===== config.mk =====
export PLATFORM = sky130hd
export DESIGN_NAME = midi_note_event_parser
export DESIGN_NICKNAME = d
export VERILOG_FILES = /design/src/hdl/mnep_pkg.sv /design/src/hdl/mnep_parser.sv /design/src/hdl/midi_note_event_parser.sv
export SDC_FILE = /design/constraint.sdc
export NUM_CORES = 1
export LEC_CHECK = 0
export ABC_AREA = 1
export BUFFER_PORTS_ARGS = -buffer_cell sky130_fd_sc_hd__clkbuf_2
export CAP_MARGIN = 20
export CORE_MARGIN = 5
export CORE_UTILIZATION = 39
export CTS_CLUSTER_SIZE = 12
export DETAILED_ROUTE_END_ITERATION = 10
export PLACE_DENSITY = 0.64
export SYNTH_ARGS = -nofsm -noshare
export SYNTH_HDL_FRONTEND = slang
export SYNTH_SLANG_ARGS = --single-unit
export TNS_END_PERCENT = 100

===== constraint.sdc =====
create_clock -name aclk -period 2.3 [get_ports aclk]
set_input_delay 0.23 -clock aclk [delete_from_list [all_inputs] [get_ports aclk]]
set_output_delay 0.23 -clock aclk [all_outputs]
set_load 0.01 [all_outputs]

===== src/hdl/mnep_pkg.sv =====
// mnep_pkg: types, codes and helper functions for the midi note event parser
// used by mnep_parser and midi_note_event_parser, no dependencies
`default_nettype none

package mnep_pkg;

    localparam logic [7:0] ST_SYSEX_START = 8'hF0;
    localparam logic [7:0] ST_SYSEX_END   = 8'hF7;
    localparam logic [7:0] ST_SYS_TC      = 8'hF1;
    localparam logic [7:0] ST_SONG_POS    = 8'hF2;
    localparam logic [7:0] ST_SONG_SEL    = 8'hF3;
    localparam logic [7:0] RT_FIRST       = 8'hF8;
    localparam logic [7:0] RT_STOP        = 8'hFC;
    localparam logic [7:0] RT_RESET       = 8'hFF;
    localparam logic [7:0] SX_ID_UNIV     = 8'h7F;
    localparam logic [7:0] SX_SUB_GEN     = 8'h06;
    localparam logic [7:0] SX_SUB_STOP    = 8'h01;
    localparam logic [7:0] CC_SOUND_OFF   = 8'd120;
    localparam logic [7:0] CC_NOTES_OFF   = 8'd123;
    localparam logic [3:0] CLS_NOTE_OFF   = 4'h8;
    localparam logic [3:0] CLS_NOTE_ON    = 4'h9;
    localparam logic [3:0] CLS_CTRL       = 4'hB;
    localparam logic [3:0] CLS_PROG       = 4'hC;
    localparam logic [3:0] CLS_PRESS      = 4'hD;
    localparam logic [3:0] CLS_SYSTEM     = 4'hF;
    localparam logic [2:0] SX_COUNT_FULL  = 3'd4;
    localparam logic signed [7:0] NOTE_ALL = -8'sd1;

    typedef enum logic [1:0] {
        KIND_NOTE_OFF = 2'd0,
        KIND_NOTE_ON  = 2'd1,
        KIND_ALL_OFF  = 2'd2
    } mnep_kind_t;

    typedef struct packed {
        mnep_kind_t        kind;
        logic [7:0]        source;
        logic signed [7:0] note;
        logic [6:0]        velocity;
    } mnep_event_t;

    function automatic logic [1:0] data_len(input logic [7:0] st);
        logic [1:0] len;
        len = 2'd0;
        if (st[7]) begin
            if (st[7:4] != CLS_SYSTEM) begin
                len = (st[7:4] == CLS_PROG || st[7:4] == CLS_PRESS) ? 2'd1 : 2'd2;
            end else if (st == ST_SYS_TC || st == ST_SONG_SEL) begin
                len = 2'd1;
            end else if (st == ST_SONG_POS) begin
                len = 2'd2;
            end
        end
        return len;
    endfunction

    function automatic logic [6:0] sat7(input logic [7:0] v);
        return v[7] ? 7'h7F : v[6:0];
    endfunction

endpackage

`default_nettype wire


===== src/hdl/mnep_parser.sv =====
// mnep_parser: running status, open message and sysex window state with
// the event decode for one byte per cycle while byte_take is high, depends on mnep_pkg
`default_nettype none

module mnep_parser
    import mnep_pkg::*;
(
    input  wire logic        aclk,
    input  wire logic        aresetn,
    input  wire logic        byte_take,
    input  wire logic [7:0]  midi_byte,
    input  wire logic [7:0]  source_id,
    input  wire logic        packet_end,
    output logic             ev_valid,
    output mnep_event_t      ev
);

    logic [7:0] running_status_reg, running_status_next;
    logic [7:0] open_status_reg, open_status_next;
    logic [1:0] bytes_needed_reg, bytes_needed_next;
    logic [7:0] first_data_reg, first_data_next;
    logic       in_sysex_reg, in_sysex_next;
    logic [2:0] sysex_count_reg, sysex_count_next;
    logic       sysex_match_reg, sysex_match_next;

    mnep_event_t all_off;
    logic [3:0]  open_cls;

    assign all_off = '{kind: KIND_ALL_OFF, source: source_id, note: NOTE_ALL,
                       velocity: 7'd0};
    assign open_cls = open_status_reg[7:4];

    always_comb begin
        running_status_next = running_status_reg;
        open_status_next    = open_status_reg;
        bytes_needed_next   = bytes_needed_reg;
        first_data_next     = first_data_reg;
        in_sysex_next       = in_sysex_reg;
        sysex_count_next    = sysex_count_reg;
        sysex_match_next    = sysex_match_reg;
        ev_valid            = 1'b0;
        ev                  = all_off;

        if (in_sysex_reg) begin
            if (midi_byte != ST_SYSEX_END) begin
                if (sysex_count_reg < SX_COUNT_FULL) begin
                    if ((sysex_count_reg == 3'd0 && midi_byte != SX_ID_UNIV) ||
                        (sysex_count_reg == 3'd2 && midi_byte != SX_SUB_GEN) ||
                        (sysex_count_reg == 3'd3 && midi_byte != SX_SUB_STOP)) begin
                        sysex_match_next = 1'b0;
                    end
                    sysex_count_next = sysex_count_reg + 3'd1;
                end
            end
            if (midi_byte == ST_SYSEX_END || packet_end) begin
                ev_valid            = (sysex_count_next >= SX_COUNT_FULL) && sysex_match_next;
                in_sysex_next       = 1'b0;
                sysex_count_next    = 3'd0;
                sysex_match_next    = 1'b1;
                running_status_next = 8'd0;
            end
        end else if (bytes_needed_reg != 2'd0) begin
            if (bytes_needed_reg >= 2'd2) begin
                first_data_next   = midi_byte;
                bytes_needed_next = 2'd1;
            end else begin
                bytes_needed_next = 2'd0;
                open_status_next  = 8'd0;
                ev.note           = $signed({1'b0, sat7(first_data_reg)});
                if (open_cls == CLS_NOTE_ON) begin
                    ev_valid = 1'b1;
                    if (midi_byte == 8'd0) begin
                        ev.kind = KIND_NOTE_OFF;
                    end else begin
                        ev.kind     = KIND_NOTE_ON;
                        ev.velocity = sat7(midi_byte);
                    end
                end else if (open_cls == CLS_NOTE_OFF) begin
                    ev_valid = 1'b1;
                    ev.kind  = KIND_NOTE_OFF;
                end else if (open_cls == CLS_CTRL &&
                             (first_data_reg == CC_SOUND_OFF ||
                              first_data_reg == CC_NOTES_OFF)) begin
                    ev_valid = 1'b1;
                    ev       = all_off;
                end
            end
        end else if (midi_byte >= RT_FIRST) begin
            ev_valid = (midi_byte == RT_STOP) || (midi_byte == RT_RESET);
        end else if (midi_byte[7]) begin
            running_status_next = (midi_byte < ST_SYSEX_START) ? midi_byte : 8'd0;
            if (midi_byte == ST_SYSEX_START) begin
                in_sysex_next    = 1'b1;
                sysex_count_next = 3'd0;
                sysex_match_next = 1'b1;
            end else if (data_len(midi_byte) != 2'd0) begin
                open_status_next  = midi_byte;
                bytes_needed_next = data_len(midi_byte);
            end
        end else if (running_status_reg != 8'd0) begin
            if (data_len(running_status_reg) >= 2'd2) begin
                open_status_next  = running_status_reg;
                first_data_next   = midi_byte;
                bytes_needed_next = 2'd1;
            end
        end

        if (packet_end) begin
            running_status_next = 8'd0;
            open_status_next    = 8'd0;
            bytes_needed_next   = 2'd0;
            first_data_next     = 8'd0;
            in_sysex_next       = 1'b0;
            sysex_count_next    = 3'd0;
            sysex_match_next    = 1'b1;
        end
    end

    always_ff @(posedge aclk) begin
        if (!aresetn) begin
            running_status_reg <= 8'd0;
            open_status_reg    <= 8'd0;
            bytes_needed_reg   <= 2'd0;
            first_data_reg     <= 8'd0;
            in_sysex_reg       <= 1'b0;
            sysex_count_reg    <= 3'd0;
            sysex_match_reg    <= 1'b1;
        end else if (byte_take) begin
            running_status_reg <= running_status_next;
            open_status_reg    <= open_status_next;
            bytes_needed_reg   <= bytes_needed_next;
            first_data_reg     <= first_data_next;
            in_sysex_reg       <= in_sysex_next;
            sysex_count_reg    <= sysex_count_next;
            sysex_match_reg    <= sysex_match_next;
        end
    end

    a_count_range: assert property (@(posedge aclk) disable iff (!aresetn)
        sysex_count_reg <= SX_COUNT_FULL)
        else $error("sysex count beyond saturation");

    a_sysex_excl: assert property (@(posedge aclk) disable iff (!aresetn)
        in_sysex_reg |-> bytes_needed_reg == 2'd0)
        else $error("sysex open together with a channel message");

    a_packet_clear: assert property (@(posedge aclk) disable iff (!aresetn)
        byte_take && packet_end |=> !in_sysex_reg && bytes_needed_reg == 2'd0 &&
            running_status_reg == 8'd0)
        else $error("parse state not cleared after packet end");

endmodule

`default_nettype wire


===== src/hdl/midi_note_event_parser.sv =====
// midi_note_event_parser: top level with handshakes and a two-entry result buffer
// depends on mnep_pkg and mnep_parser
`default_nettype none

// Takes one MIDI byte per cycle while s_ready is high; each accepted byte updates
// the running-status and sysex state in the same cycle and any note-on, note-off or
// all-notes-off event it completes is registered in the output or skid register.
// Results sit in an output register backed by one skid entry, so a single
// stalled result never holds up the byte stream; s_ready only drops when both
// entries are full. Parse state clears after every byte marked packet_end.

module midi_note_event_parser
    import mnep_pkg::*;
(
    input  wire logic               aclk,
    input  wire logic               aresetn,
    input  wire logic               s_valid,
    output logic                    s_ready,
    input  wire logic [7:0]         s_midi_byte,
    input  wire logic [7:0]         s_source_id,
    input  wire logic               s_packet_end,
    output logic                    m_valid,
    input  wire logic               m_ready,
    output logic [1:0]              m_event_kind,
    output logic [7:0]              m_event_source,
    output logic signed [7:0]       m_note_number,
    output logic [6:0]              m_velocity_code
);

    logic        byte_take;
    logic        ev_valid;
    mnep_event_t ev;
    logic        push, pop;

    logic        out_valid_reg, skid_valid_reg;
    mnep_event_t out_reg, skid_reg;

    assign s_ready   = !skid_valid_reg;
    assign byte_take = s_valid && s_ready;
    assign push      = byte_take && ev_valid;
    assign pop       = out_valid_reg && m_ready;

    mnep_parser u_parser (
        .aclk       (aclk),
        .aresetn    (aresetn),
        .byte_take  (byte_take),
        .midi_byte  (s_midi_byte),
        .source_id  (s_source_id),
        .packet_end (s_packet_end),
        .ev_valid   (ev_valid),
        .ev         (ev)
    );

    always_ff @(posedge aclk) begin
        if (!aresetn) begin
            out_valid_reg  <= 1'b0;
            skid_valid_reg <= 1'b0;
        end else if (!out_valid_reg || pop) begin
            if (skid_valid_reg) begin
                out_valid_reg  <= 1'b1;
                skid_valid_reg <= 1'b0;
            end else begin
                out_valid_reg  <= push;
            end
        end else if (push) begin
            skid_valid_reg <= 1'b1;
        end
    end

    always_ff @(posedge aclk) begin
        if (!out_valid_reg || pop) begin
            out_reg <= skid_valid_reg ? skid_reg : ev;
        end else if (push) begin
            skid_reg <= ev;
        end
    end

    assign m_valid         = out_valid_reg;
    assign m_event_kind    = out_reg.kind;
    assign m_event_source  = out_reg.source;
    assign m_note_number   = out_reg.note;
    assign m_velocity_code = out_reg.velocity;

    a_skid_order: assert property (@(posedge aclk) disable iff (!aresetn)
        skid_valid_reg |-> out_valid_reg)
        else $error("skid entry held with empty output register");

    a_all_off_note: assert property (@(posedge aclk) disable iff (!aresetn)
        m_valid && m_event_kind == KIND_ALL_OFF |-> m_note_number == NOTE_ALL &&
            m_velocity_code == 7'd0)
        else $error("all notes off with note or velocity set");

    a_note_range: assert property (@(posedge aclk) disable iff (!aresetn)
        m_valid && m_event_kind != KIND_ALL_OFF |-> !m_note_number[7])
        else $error("note event with negative note number");

    a_off_velocity: assert property (@(posedge aclk) disable iff (!aresetn)
        m_valid && m_event_kind != KIND_NOTE_ON |-> m_velocity_code == 7'd0)
        else $error("note off carrying velocity");

    a_push_lands: assert property (@(posedge aclk) disable iff (!aresetn)
        push |=> m_valid)
        else $error("transfer with result left no result pending");

endmodule

`default_nettype wire


==> results.toml, run 1 <==
[place]
place.gp.congestion = 0.874
dp_hpwl_mm = 6.06
io_buffers = 47
place_inst = 613

[floorplanning]
io_pins = 48
die-area_um2 = 11700
die_h_um = 108
start_util = 0.403
coreArea_um2 = 9280
num_rows = 35
die_w_um = 108

[clock_tree]
clock_latency_ps = 350
cts_htree_levels = 3
cts_tree = "built"
hold_buffers = 0
clock_sinks = 79
cts_root_buffer = "clkbuf_8"
post_cts_resized = 0
clkSlewWorstSetupHoldPaths_ps = 80
cts_setup_buffers = 0
ctsLongestPathBuffers = 2
numCtsBuffers = 9

[global_routing]
first_global_vias = 2952
grt-ovfl-total = 0
grt_usage = 0.149
antenna_found_initial = 0
grt_start_max_net_pins = 34
grt_first_pass_wirelength_mm = 13.8

[setup_path]
critical_path_class = "reg -> reg"
path_max_fanout = 15
crit_path_start_kind = "register"
r2r_slack_ps = 480
path_cells = "inv_1, ha_1, inv_1, nor2_1, nand2_1, nand3_1, nand2_1, nand2_1, nand2_1, nand2_1, nor2_2, buf_4"
timing.rr.end = "skid_reg[14]"
end_kind = "register"
crit_path_top_delay_cell = "dfxtp_1"
r2r-start = "u_parser.sysex_count_reg[0]"
reg2reg_depth = 12
crit_required_ps = 2340
cpMostUsedCell = "nand2_1"
worstPathArrival_ps = 1860
slowest_delay_ps = 370

[logic_synthesis]
synthAdderAreaFrac = 0.0100
synthXorXnorAreaFrac = 0.00234
synth-compound-area-share = 0.0926
ys_seq_elements = 79
yosysSeqAreaShare = 0.556
synth_top_family_by_area = "simple AND/OR/NAND/NOR gates"
synthSimpleGateAreaFrac = 0.271
synth_area_leader_cell = "edfxtp_1"
synth.area.top_cells = "edfxtp_1 40%, dfxtp_1 16%, nand2_1 13%"
synth_area_per_cell_um2 = 8.49
synth.distinct_cells = 32
ys_warn_count = 0
synth_top_area_frac = 0.401
synth_nets = 465
synthMuxAreaShare = 0
postSynthCellCount = 441
synth.cell_area_um2 = 3740

[cells_and_area]
largest_reg_flops = 25
final_cell_mix = "130 x nand2_1, 58 x nor2_1, 50 x edfxtp_1, 47 x clkbuf_2, 42 x inv_1"
final_common_cell = "nand2_1"
fillers = 936
seq_area_um2 = 2080
multi_input_area_um2 = 1410
layout-drive-gt1-share = 0.188
fin_nets = 519
area_delta_synth_final_pct = 17.1
antenna_cells = 0
fin_cells = 629

[timing]
worstMarginPinSlew_ps = 556
finClkSkew_ps = 9.27
timing.final.crit_share = 0.791
rsz0062_at_grt = "no"
finalMaxSlewViolations = 0
relSlewSlack = 0.627
setup_tns_ps = 0
setup_viol = 0
hold_viol_final = 0
fmax_mhz = 549
finalCriticalPeriod_ps = 1820

[worst_hold_path]
hold_path_class = "in -> reg"
holdPathEnd = "skid_reg[17]"
hp-start = "s_source_id[2]"
whs_path_depth = 1

[drt]
via_per_inst = 4.73
wl_per_cell_um = 12.8
m1WireLength_mm = 3.84
antenna_left = 0
post-route-drc-count = 0
vias = 2975
route.met3.wl_um = 421
top_layer_used = "met4"
dr.pass1.iters = 4
totalWireLength_mm = 8.02
met2_length_mm = 3.62
drt-initial-drc-count = 183

[status]
status = "completed"

[job]
drv_cap = 0

[power]
powerDensity_nw_per_um2 = 726
p_leak_nw = 1.83
worst_ir_drop_vdd_uv = 381
-- layout make-up --
| type | count | area share |
|---|---|---|
| multi-input combinational | 301 | 0.321 |
| sequential | 79 | 0.475 |
| clock buffer | 10 | 0.0291 |
| timing repair buffer | 56 | 0.0691 |
| inverter | 48 | 0.0420 |
| clock inverter | 6 | 0.0265 |
| tap | 129 | 0.0368 |
-- per-layer routing --
layer / vias to the layer above / global-route usage
li1: 1555 / -
met1: 1339 / 0.194
met2: 69 / 0.238
met3: 12 / 0.0406
met4: 0 / 0.0532
met5: - / 0
-- critical path: cells and delay by family, from the launching register on --
kind,cells,cell delay [ps]
buf+inv,3,370
simple gates,8,560
fa+ha+maj,1,210
flops,1,370
-- stage by stage --
| step | area [um^2] | util | power (W) | hold slack [ps] | worst slack [ps] |
|---|---|---|---|---|---|
| after floorplan | 3740 | - | 0.00187 | 329 | 207 |
| after global placement | 4140 | 0.446 | 0.00197 | 432 | 380 |
| after detailed placement | 4140 | 0.446 | 0.00198 | 431 | 342 |
| after CTS | 4380 | 0.472 | 0.00322 | 60.1 | 459 |
| after global routing | 4380 | 0.472 | 0.00334 | 58.3 | 308 |
| final | 4380 | 0.472 | 0.00318 | 73.9 | 480 |
-- kinds of logic (layout without fill, tap and decap cells) --
kind of cell / after synthesis / count (layout)
AO/OA/AOI/OAI: 65 / 65
XOR/XNOR: 1 / 1
adder cells (fa/ha/maj): 3 / 3
buffers and inverters: 61 / 120
flip-flops: 79 / 79
AND/OR/NAND/NOR: 232 / 232
-- worst max path at each step --
| stage | slack (ps) | endpoint | cells after the start | startpoint |
|---|---|---|---|---|
| after floorplan | 210 | skid_reg[0] | 12 | s_midi_byte[7] |
| after global placement | 380 | skid_reg[16] | 13 | s_midi_byte[7] |
| after detailed placement | 340 | skid_reg[9] | 13 | s_midi_byte[7] |
| after CTS | 460 | skid_reg[13] | 12 | u_parser.sysex_count_reg[0] |
| after global routing | 310 | skid_reg[14] | 12 | u_parser.sysex_count_reg[0] |
| final | 480 | skid_reg[14] | 12 | u_parser.sysex_count_reg[0] |
-- power by group --
group / leakage, nW / internal (W) / switching (W) / total (W)
Sequential: 0.706 / 0.00156 / 0.0000317 / 0.00159
Combinational: 1.00 / 0.000119 / 0.000231 / 0.000350
Clock: 0.121 / 0.000731 / 0.000505 / 0.00124
-- Yosys cell counts (all sizes together) --
library cell,count
a31oi,9
o21ai,18
nor3,9
xor2,1
buf,5
dfxtp,29
nand4,4
ha,3
a21oi,37
nand3,20
clkbuf,8
nand2,133
nor2,65
nand3b,1
edfxtp,50
inv,46
clkinv,2
a211oi,1
No activity file was read; power rests on OpenSTA's default activity.
==> run 2, diff against run 1 <==
clock period = 1.5 ns   (was 2.3 ns; I/O delays follow)
==> run 2 against run 1 <==
Net effect:
- the flow now finishes with violations (negative setup slack)
- sequential share of layout area fell by 8.1 points
- routed wire length grew 14%
- via count increased by 12%
- count of clock-buffer cells in the layout up 1
- register-to-register slack got worse by 670 ps
- critical path type unchanged
- highest routed layer unchanged
==> results.toml, run 2 (same netlist as run 1, synthesis figures left out) <==
[place]
place.gp.congestion = 0.863
detailedPlace.worstSlack_ps = -234
io_buffers = 47
place_inst = 672
dp_hpwl_mm = 6.66

[job]
drv_cap = 0

[clock_tree]
ctsLongestPathBuffers = 2
cts_root_buffer = "clkbuf_8"
clock_sinks = 79
clock_latency_ps = 350
clkSlewWorstSetupHoldPaths_ps = 90
cts_tree = "built"
numCtsBuffers = 9
cts_htree_levels = 3

[floorplanning]
die_h_um = 108
start_util = 0.403
num_rows = 35
coreArea_um2 = 9280
io_pins = 48
die_w_um = 108
die-area_um2 = 11700

[drt]
post-route-drc-count = 0
via_per_inst = 4.67
dr.pass1.iters = 4
antenna_left = 0
drt-initial-drc-count = 112
vias = 3322
wl_per_cell_um = 12.8
totalWireLength_mm = 9.12

[cells_and_area]
fin_cells = 711
final_cell_mix = "116 x nand2_1, 73 x buf_4, 50 x edfxtp_1, 49 x nor2_1, 47 x clkbuf_2"
utilization = 0.573
fin_nets = 601
layout-drive-gt1-share = 0.402
antenna_cells = 0
area_delta_synth_final_pct = 42.1
final_common_cell = "nand2_1"
fillers = 827
largest_reg_flops = 25

[global_routing]
antenna_found_initial = 0
grt_start_max_net_pins = 34
grt-ovfl-total = 0
grt_usage = 0.158
grt_first_pass_wirelength_mm = 14.5
first_global_vias = 3105

[setup_path]
crit_required_ps = 1560
cpMostUsedCell = "nand2_1"
end_kind = "register"
path_cells = "inv_2, ha_4, inv_2, nor2_2, nand2_1, nand3_1, nand2_1, nand2_1, nand2_1, nand2_2, nor2_4, buf_6"
path_max_fanout = 8
worstPathArrival_ps = 1750
crit_path_top_delay_cell = "dfxtp_2"
critical_path_class = "reg -> reg"
slowest_delay_ps = 360
crit_path_start_kind = "register"

[timing]
finClkSkew_ps = 13.4
rsz0062_at_grt = "yes"
holdWs_ps = 82.3
setup_slack_ps = -186
setup_viol = 51
hold_viol_final = 0
worstMarginPinSlew_ps = 349
relSlewSlack = 0.767
setup_tns_ps = -5090
fmax_mhz = 593
finalMaxSlewViolations = 0
timing.final.crit_share = 1.12
finalCriticalPeriod_ps = 1690

[power]
clkPwrFrac = 0.315
p_seq_frac = 0.504
worst_ir_drop_vdd_uv = 457
internal-power_w = 0.00356
p_leak_nw = 2.23
powerDensity_nw_per_um2 = 914
p_switching_w = 0.00130
power_frac_comb = 0.181
p_sw_frac = 0.267

[status]
status = "finished, violations left"
violations = "negative setup slack"

[worst_hold_path]
hold_path_class = "in -> reg"
[run 2: cell types whose count changed in the layout (fill, tap and decap cells not counted), moves of 8 or more]
cell | previous run | this run
nor2_1 | 58 | 49
a21oi_1 | 35 | 20
dlygate4sd3_1 | 0 | 8
buf_4 | 9 | 73
buf_6 | 0 | 9
dfxtp_1 | 29 | 20
nand2_1 | 130 | 116
a21oi_2 | 2 | 14
nand2_2 | 2 | 13
dfxtp_2 | 0 | 8
[run 2: layer usage]
layer	up-vias	track usage	part of all wire
met5	-	0	0
met1	1504	0.206	0.47
met3	18	0.0328	0.050
met2	74	0.260	0.46
li1	1726	-	-
met4	0	0.0586	0.025
[run 2: worst paths after layout]
path / slack [ps] / start / depth (start not counted) / endpoint
worst max-delay path: -190 / u_parser.sysex_count_reg[1] / 12 / skid_reg[20]
worst min-delay path: 80 / m_ready / 4 / skid_valid_reg
worst max register to register: -190 / u_parser.sysex_count_reg[1] / 12 / skid_reg[20]
worst min register to register: 480 / u_parser.running_status_reg[3] / 2 / u_parser.running_status_reg[3]
[run 2: power by group through the flow]
stage / logic (W) / clock network, W / registers [W]
after global routing: 0.000968 / 0.00168 / 0.00246
final: 0.000877 / 0.00153 / 0.00245
after floorplan: 0.000359 / 0 / 0.00251
after global placement: 0.000684 / 0 / 0.00249
after detailed placement: 0.000694 / 0 / 0.00249
after CTS: 0.000743 / 0.00158 / 0.00244
[run 2: what timing repair did]
action,in CTS,in global routing
pin swaps,9,9
resized for setup,24,73
setup buffers,8,5
endpoints found under the hold margin,8,0
gates cloned,1,2
hold buffers,8,0
endpoints found under the setup margin,50,72
[run 2: cell type report]
class	count	area, um^2	area share
flip-flops and latches	79	2100	0.394
multi-input cells	302	1710	0.322
repair buffers	137	965	0.181
inverters	48	193	0.0362
well taps	129	161	0.0304
clock buffers	11	131	0.0247
clock inverters	5	58.8	0.0111
[run 2: metrics by stage]
step,instance area (um^2),power [W]
2_1_floorplan,3770,0.00287
3_3_place_gp,4610,0.00317
3_5_place_dp,4610,0.00319
4_1_cts,5010,0.00477
5_1_grt,5320,0.00510
6_report,5320,0.00486
[run 2: worst max-delay path: cells and delay by family (launching register included)]
| kind | cells | cell delay (ps) |
|---|---|---|
| flip-flops | 1 | 360 |
| AND/OR/NAND/NOR | 8 | 620 |
| buffers and inverters | 3 | 270 |
| adder cells (fa/ha/maj) | 1 | 150 |
